File: src/rtl/sud_pkg.sv
`default_nettype none

package sud_pkg;

    localparam int CAPACITY_DEF = 1024;
    localparam int VAL_W        = 8;
    localparam int CMD_W        = 2;
    localparam int POS_W        = 10;
    localparam int CNT_W        = 11;
    localparam int OUT_TDATA_W  = 24;

    typedef enum logic [CMD_W-1:0] {
        CMD_CLEAR  = 2'd0,
        CMD_FIRST  = 2'd1,
        CMD_SECOND = 2'd2
    } t_cmd;

    typedef enum logic {
        ST_IDLE,
        ST_SCAN
    } t_state;

    // packed from the msb down: full_res, count, position, stored
    typedef struct packed {
        logic             full_res;
        logic [CNT_W-1:0] count;
        logic [POS_W-1:0] position;
        logic             stored;
    } t_result;

endpackage

`default_nettype wire

File: src/rtl/sud_ctrl.sv
`default_nettype none

module sud_ctrl #(
    parameter int CAPACITY = sud_pkg::CAPACITY_DEF,
    parameter int AW       = $clog2(CAPACITY),
    parameter int CW       = $clog2(CAPACITY + 1)
) (
    input  wire logic                      i_clk,
    input  wire logic                      i_rst_n,
    input  wire logic                      i_valid,
    input  wire logic [sud_pkg::CMD_W-1:0] i_cmd,
    input  wire logic [sud_pkg::VAL_W-1:0] i_value,
    output logic                           o_ready,
    output logic                           o_res_valid,
    input  wire logic                      i_res_ready,
    output sud_pkg::t_result               o_res,
    output logic                           o_we,
    output logic      [AW-1:0]             o_waddr,
    output logic      [sud_pkg::VAL_W-1:0] o_wdata,
    output logic                           o_re,
    output logic      [AW-1:0]             o_raddr,
    input  wire logic [sud_pkg::VAL_W-1:0] i_rdata
);
    import sud_pkg::*;

    localparam int PXW = (AW > POS_W) ? AW : POS_W;
    localparam int CXW = (CW > CNT_W) ? CW : CNT_W;
    localparam logic [CW-1:0] CAP_C = CW'(CAPACITY);

    t_state           r_state, n_state;
    logic [CW-1:0]    r_count, n_count;
    logic [AW-1:0]    r_idx, n_idx;
    logic             r_issue_done, n_issue_done;
    logic             r_cmp_vld, n_cmp_vld;
    logic [AW-1:0]    r_cmp_idx, n_cmp_idx;
    logic [VAL_W-1:0] r_value, n_value;
    logic             r_ovalid, n_ovalid;
    t_result          r_res, n_res;

    logic             accept;
    logic             out_free;
    logic [CW-1:0]    last_idx;
    t_result          app_res;
    logic             app_ok;

    function automatic logic [POS_W-1:0] f_pos(input logic [AW-1:0] p);
        logic [PXW-1:0] w;
        w = PXW'(p);
        return w[POS_W-1:0];
    endfunction

    function automatic logic [CNT_W-1:0] f_cnt(input logic [CW-1:0] c);
        logic [CXW-1:0] w;
        w = CXW'(c);
        return w[CNT_W-1:0];
    endfunction

    assign out_free = !r_ovalid || i_res_ready;
    assign o_ready  = (r_state == ST_IDLE) && out_free;
    assign accept   = i_valid && o_ready;
    assign last_idx = r_count - CW'(1);
    assign app_ok   = r_count < CAP_C;

    // result of appending at the current fill level
    always_comb begin
        app_res = '0;
        if (app_ok) begin
            app_res.stored   = 1'b1;
            app_res.position = f_pos(r_count[AW-1:0]);
            app_res.count    = f_cnt(r_count + CW'(1));
        end else begin
            app_res.full_res = 1'b1;
            app_res.count    = f_cnt(r_count);
        end
    end

    always_ff @(posedge i_clk) begin
        if (!i_rst_n) begin
            r_state      <= ST_IDLE;
            r_count      <= '0;
            r_issue_done <= 1'b0;
            r_cmp_vld    <= 1'b0;
            r_ovalid     <= 1'b0;
        end else begin
            r_state      <= n_state;
            r_count      <= n_count;
            r_issue_done <= n_issue_done;
            r_cmp_vld    <= n_cmp_vld;
            r_ovalid     <= n_ovalid;
        end
    end

    always_ff @(posedge i_clk) begin
        r_idx     <= n_idx;
        r_cmp_idx <= n_cmp_idx;
        r_value   <= n_value;
        r_res     <= n_res;
    end

    always_comb begin
        n_state      = r_state;
        n_count      = r_count;
        n_idx        = r_idx;
        n_issue_done = r_issue_done;
        n_cmp_vld    = 1'b0;
        n_cmp_idx    = r_idx;
        n_value      = r_value;
        n_ovalid     = r_ovalid && !i_res_ready;
        n_res        = r_res;
        o_we         = 1'b0;
        o_waddr      = r_count[AW-1:0];
        o_wdata      = (r_state == ST_IDLE) ? i_value : r_value;
        o_re         = 1'b0;
        o_raddr      = r_idx;

        case (r_state)
            ST_IDLE: begin
                if (accept) begin
                    n_value = i_value;
                    case (i_cmd)
                        CMD_CLEAR: begin
                            n_count  = '0;
                            n_res    = '0;
                            n_ovalid = 1'b1;
                        end
                        CMD_FIRST: begin
                            o_we     = app_ok;
                            n_count  = app_ok ? r_count + CW'(1) : r_count;
                            n_res    = app_res;
                            n_ovalid = 1'b1;
                        end
                        CMD_SECOND: begin
                            if (r_count == '0) begin
                                o_we     = 1'b1;
                                n_count  = r_count + CW'(1);
                                n_res    = app_res;
                                n_ovalid = 1'b1;
                            end else begin
                                n_idx        = '0;
                                n_issue_done = 1'b0;
                                n_state      = ST_SCAN;
                            end
                        end
                        default: begin
                            n_res       = '0;
                            n_res.count = f_cnt(r_count);
                            n_ovalid    = 1'b1;
                        end
                    endcase
                end
            end
            ST_SCAN: begin
                // read one entry per cycle, compare it the cycle after
                o_re      = !r_issue_done;
                n_cmp_vld = !r_issue_done;
                if (!r_issue_done) begin
                    if (CW'(r_idx) == last_idx) begin
                        n_issue_done = 1'b1;
                    end else begin
                        n_idx = r_idx + AW'(1);
                    end
                end
                if (r_cmp_vld) begin
                    if (i_rdata == r_value) begin
                        n_res          = '0;
                        n_res.position = f_pos(r_cmp_idx);
                        n_res.count    = f_cnt(r_count);
                        n_ovalid       = 1'b1;
                        n_cmp_vld      = 1'b0;
                        n_state        = ST_IDLE;
                    end else if (CW'(r_cmp_idx) == last_idx) begin
                        o_we      = app_ok;
                        n_count   = app_ok ? r_count + CW'(1) : r_count;
                        n_res     = app_res;
                        n_ovalid  = 1'b1;
                        n_cmp_vld = 1'b0;
                        n_state   = ST_IDLE;
                    end
                end
            end
            default: begin
                n_state = ST_IDLE;
            end
        endcase
    end

    assign o_res_valid = r_ovalid;
    assign o_res       = r_res;

endmodule

`default_nettype wire

File: config.mk
export PLATFORM = sky130hd
export DESIGN_NAME = sud_ctrl
export DESIGN_NICKNAME = d
export VERILOG_FILES = /design/src/rtl/sud_pkg.sv /design/src/rtl/sud_ctrl.sv
export SDC_FILE = /design/constraint.sdc
export NUM_CORES = 1
export LEC_CHECK = 0
export BUFFER_PORTS_ARGS = -buffer_cell sky130_fd_sc_hd__buf_2
export CORE_MARGIN = 5
export CORE_UTILIZATION = 50
export DETAILED_ROUTE_END_ITERATION = 10
export PLACE_DENSITY_LB_ADDON = 0.15
export REMOVE_ABC_BUFFERS = 1
export SYNTH_ARGS = -nofsm -noshare
export SYNTH_HDL_FRONTEND = slang
export SYNTH_SLANG_ARGS = --single-unit
File: constraint.sdc
create_clock -name i_clk -period 12.1 [get_ports i_clk]
set_clock_uncertainty 0.1 [all_clocks]
set_input_delay 2.42 -clock i_clk [delete_from_list [all_inputs] [get_ports i_clk]]
set_output_delay 2.42 -clock i_clk [all_outputs]
set_load 0.02 [all_outputs]
Word-level counts from Yosys, hierarchy flattened --
Cells that the tools add are included.
Word-level totals: bits in registers 66, latch bits 0, memory bits (writable) 0, ROM bits 0, output and inout port bits 55, logic and storage cells 103, memories 0
Cells by class: add/subtract/negate cells 3, multiply operators 0, div/mod/pow operators 0, magnitude comparators 1, equality and inequality tests 16, shift operators 0, mux-type cells 55, bitwise logic cells 1, reductions and logical operators 15
Operators by type and width (number):
- $mux 23 | 5
- $mux 11 | 7
- $pmux 23 s3 | 1
- $mux 10 | 5
- $pmux 23 s2 | 1
- $pmux 11 s3 | 1
- $mux 1 | 27
- $eq 10x11->1 | 2
- $pmux 11 s2 | 1
- $pmux 10 s2 | 1
- $add 11x1->11 const B | 1
- $logic_not 11->1 | 1
- $lt 11x11->1 const B | 1
- $sub 11x1->11 const B | 1
- $add 10x1->10 const B | 1
- $ne 2x2->1 const B | 5
- $pmux 1 s2 | 5
- $eq 8x8->1 | 1
- $mux 8 | 1
- $ne 2x1->1 const B | 3
- $reduce_and 6->1 | 1
- $reduce_and 5->1 | 1
- $ne 4x1->1 const B | 1
- $reduce_and 2->1 | 2
- other kinds (11) | 15

Logic depth before layout (Yosys ltp) --
depth in word-level cells 6, mapped depth 12, mapped depth without buffers 9

Worst setup path before layout --
No wires, ideal clock.
kind input to output, start in i_res_ready, end out o_we, arrival time 3646 ps, required time 9580 ps, setup slack 5934 ps, stages 5, path buffers 1, path through o21a_1 and2_0 clkbuf_1 a31oi_1 o22ai_1
On the way: longest elaborated chain between the ends 5
Ends and longest elaborated chain:
- start, declared | line sud_ctrl.sv:15 | input wire logic i_res_ready,
- $logic_or 1x1->1 | line sud_ctrl.sv:58 | assign out_free = !r_ovalid || i_res_ready;
- $logic_and 1x1->1 | line sud_ctrl.sv:59 | assign o_ready = (r_state == ST_IDLE) && out_free;
- $logic_and 1x1->1 | line sud_ctrl.sv:60 | assign accept = i_valid && o_ready;
- $mux 1 | line sud_ctrl.sv:118 | if (accept) begin
- $pmux 1 s2 | line sud_ctrl.sv:116 | case (r_state)
- end, declared | line sud_ctrl.sv:17 | output logic o_we,
Every way passes these cells.

Worst setup path after layout --
start in i_rdata[1] (netlist name), end out o_we
On the way: longest elaborated chain between the ends 4
Ends and longest elaborated chain:
- start, declared | line sud_ctrl.sv:22 | input wire logic [sud_pkg::VAL_W-1:0] i_rdata
- $eq 8x8->1 | line sud_ctrl.sv:164 | if (i_rdata == r_value) begin
- $mux 1 | line sud_ctrl.sv:164
- $mux 1 | line sud_ctrl.sv:163 | if (r_cmp_vld) begin
- $pmux 1 s2 | line sud_ctrl.sv:116
Every way passes these cells.

==> metrics <==
outcome complete, no violations; routed via count 3279; Placer Congestion 0.8845; IO buf count 76; hold slack 0.3957 ns; ys async rst share 0%; CP max-delay cell nor4_1; crit-path max cell delay 0.46 ns; number of diodes 0; XOR/XNOR Fraction of Synth Area 9.025%; Crit path top cell by count buf_2; maxcap violations 0; CTS tree done; Core Area 8134 sq um; Adder-Cell Fraction of Synth Area 3.028%; Die X 100.9 um; most frequent cell after synthesis edfxtp_1; critical path class in2out; CTS Buffer Depth 2; Post-layout nets 500; clock latency on the worst-skew pair 0.34 ns; PD cells 111.1 nW/um^2; Final ANT Viol Nets 0; largest family of logic cells by synthesized area compound AO/OA/AOI/OAI gates; Seq/Total Area, Yosys 41.91%; Hold Violations, Final 0; final setup vio count 0; placed cell area 4352 sq um; die height 100.9 um; area share of the largest cell type after synthesis 29.80%; gr usage total 19.66%; Detailed Routing Iterations Pass 1 4; Worst slew margin 44.29%; setup TNS 0 ns; top_reg_cell synth edfxtp_1; worst-path cell chain buf_2 -> xor2_1 -> nor4_1 -> a21oi_1 -> nand3_1 -> nor4_4 -> a31oi_1 -> o22ai_1 -> buf_2; root buf cell clkbuf_8; post-cts hold buffer count 0; fin area 4561 sq um; Inserted Clock Buffers 9; clock-pin slew on the worst setup and hold paths 0.07 ns; Compound-Gate Fraction of Synth Area 15.84%; Setup Buffers After CTS 0; slew of the pin with the lowest slew margin 0.8326 ns; critical path's top delay family simple AND/OR/NAND/NOR gates; cts repair resizes 0; Synth top cells by count 41 x edfxtp_1, 31 x nand2_1, 31 x o21ai_0; CP arrival 3.94 ns; minimum clock period 6.462 ns; Sink Count 66; IO Pins 77; area of the mapped netlist 4131 sq um; first-pass GRT wire length 15.73 mm; required time of the critical path 9.58 ns; P_leak 0.001891 uW; syn_area_per_cell 9.955 sq um; Yosys warning count 0; HPWL after DPL 6.898 mm; period utilisation layout 53.41%; Area Growth Syn to Fin 10.39%; Place WS 5.619 ns; CP Launch Type primary input; DR iter-0 viols 182; worst setup margin 5.638 ns; worst-path fanout max 3; Power Total 506.8 uW; Synth Area in Simple Gates 15.72%; wire per inst 16.82 um; largest net degree at the start of global routing 24; Synth area leader edfxtp_1; Synth area leaders edfxtp_1 30%, dfxtp_1 12%, xor2_1 4.7%; grt ovf 0; Worst setup EP type primary output; Fmax 154.7 MHz; vias in the first global route 3140; Initial Utilization 50.79%; wirelength, routed 9.720 mm; routed vias/inst 5.673; die area 10180 sq um; max-slew violation count 0; RSZ-0062 raised after global routing no; # rows 33; H-tree Lvls 3; flops & latches, synth 66; initial antenna violation count 0; CP bufs+invs 2; cells after synthesis 415; multiplexer share of the synthesized area 5.330%; Synth cell types 64; peak supply drop 0.05632 mV; EDFF count, synth 41; fraction of layout cells with a size suffix above 1 23.68%; Residual DRC 0; Min-Delay Path Class reg2reg; fill cell count 737
-- worst paths after layout --
path	from	endpoint	slack (ns)	depth (start not counted)
min	r_cmp_vld	r_cmp_vld	0.40	1
min reg2reg	r_cmp_vld	r_cmp_vld	0.40	1
max	i_rdata[1]	o_we	5.64	9
max reg2reg	r_count[0]	o_res[5]	8.31	10
-- placed cells by master (no fill, tap or decap), types with 2 or more instances in the layout --
| master | instances |
|---|---|
| nor3_1 | 10 |
| o22ai_1 | 2 |
| a211oi_1 | 2 |
| clkbuf_8 | 9 |
| edfxtp_1 | 41 |
| nand2_1 | 31 |
| nor4_1 | 3 |
| nor2b_1 | 3 |
| buf_4 | 3 |
| o21ai_0 | 31 |
| mux2_2 | 8 |
| or4_1 | 2 |
| nand4_1 | 4 |
| xor2_1 | 22 |
| and3_1 | 7 |
| nor2_1 | 27 |
| o31ai_1 | 12 |
| xnor2_1 | 18 |
| and2_1 | 3 |
| clkinv_2 | 2 |
| mux2i_1 | 13 |
| ha_1 | 10 |
| or3_2 | 2 |
| dfxtp_1 | 25 |
| a311o_1 | 2 |
| o21a_1 | 2 |
| a31oi_1 | 11 |
| inv_1 | 16 |
| buf_2 | 76 |
| bufinv_16 | 2 |
| or3_1 | 2 |
| nand3_1 | 19 |
| a22o_1 | 9 |
| a21oi_1 | 15 |
-- where the power goes --
part	internal, uW	switching [uW]	total [uW]
clock network	115	84.3	199
registers	246	4.06	250
logic	21.0	36.7	57.7
-- worst reg2reg max path, cell delays in order (launching register included) --
cell      delay, ns
dfxtp_1        0.68
inv_1          0.18
ha_1           0.33
or3b_1         0.31
a211oi_1       0.12
or4_1          0.47
o221a_4        0.16
o31ai_1        0.53
nor2_1         0.12
a21oi_2        0.13
buf_4          0.31
-- per-stage QoR --
stage / utilization [%] / std cells
finish: 56.07 / 578
global placement: 53.50 / 562
CTS: 56.07 / 578
floorplan: - / 378
global route: 56.07 / 578
detailed placement: 53.50 / 562
-- flip-flops by register name, summed over array words and instances (netlist names) --
| register | count |
|---|---|
| r_cmp_idx | 10 |
| o_res | 23 |
| o_res_valid | 1 |
| r_issue_done | 1 |
| o_raddr | 10 |
| r_state | 1 |
| r_cmp_vld | 1 |
| r_value | 8 |
| r_count | 11 |
-- cell families (layout without fill, tap and decap cells) --
logic type / Yosys count / count (layout)
DFF: 66 / 66
buffers and inverters: 53 / 111
xor gates and xnor gates: 41 / 41
AOI/OAI and AO/OA: 99 / 99
adders and majority gates: 10 / 10
and+or+nand+nor: 125 / 125
muxes: 21 / 21
-- per-layer routing --
metal | up-vias | wire length [um] | global-route usage [%]
met3 | 6 | 661 | 4.083
li1 | 1609 | - | -
met4 | 0 | 106 | 6.339
met2 | 103 | 4540 | 30.78
met5 | - | 0 | 0
met1 | 1561 | 4411 | 27.23
-- area by class of cell --
type / instances / area (sq um) / area share, %
Multi-Input combinational cell: 296 / 2026 / 44.42
Sequential cell: 66 / 1732 / 37.97
Timing Repair Buffer: 79 / 402.9 / 8.834
Tap cell: 105 / 131.4 / 2.881
Clock buffer: 10 / 127.6 / 2.798
Clock inverter: 6 / 81.33 / 1.783
Inverter: 16 / 60.06 / 1.317
No activity file was read; power rests on OpenSTA's default activity.
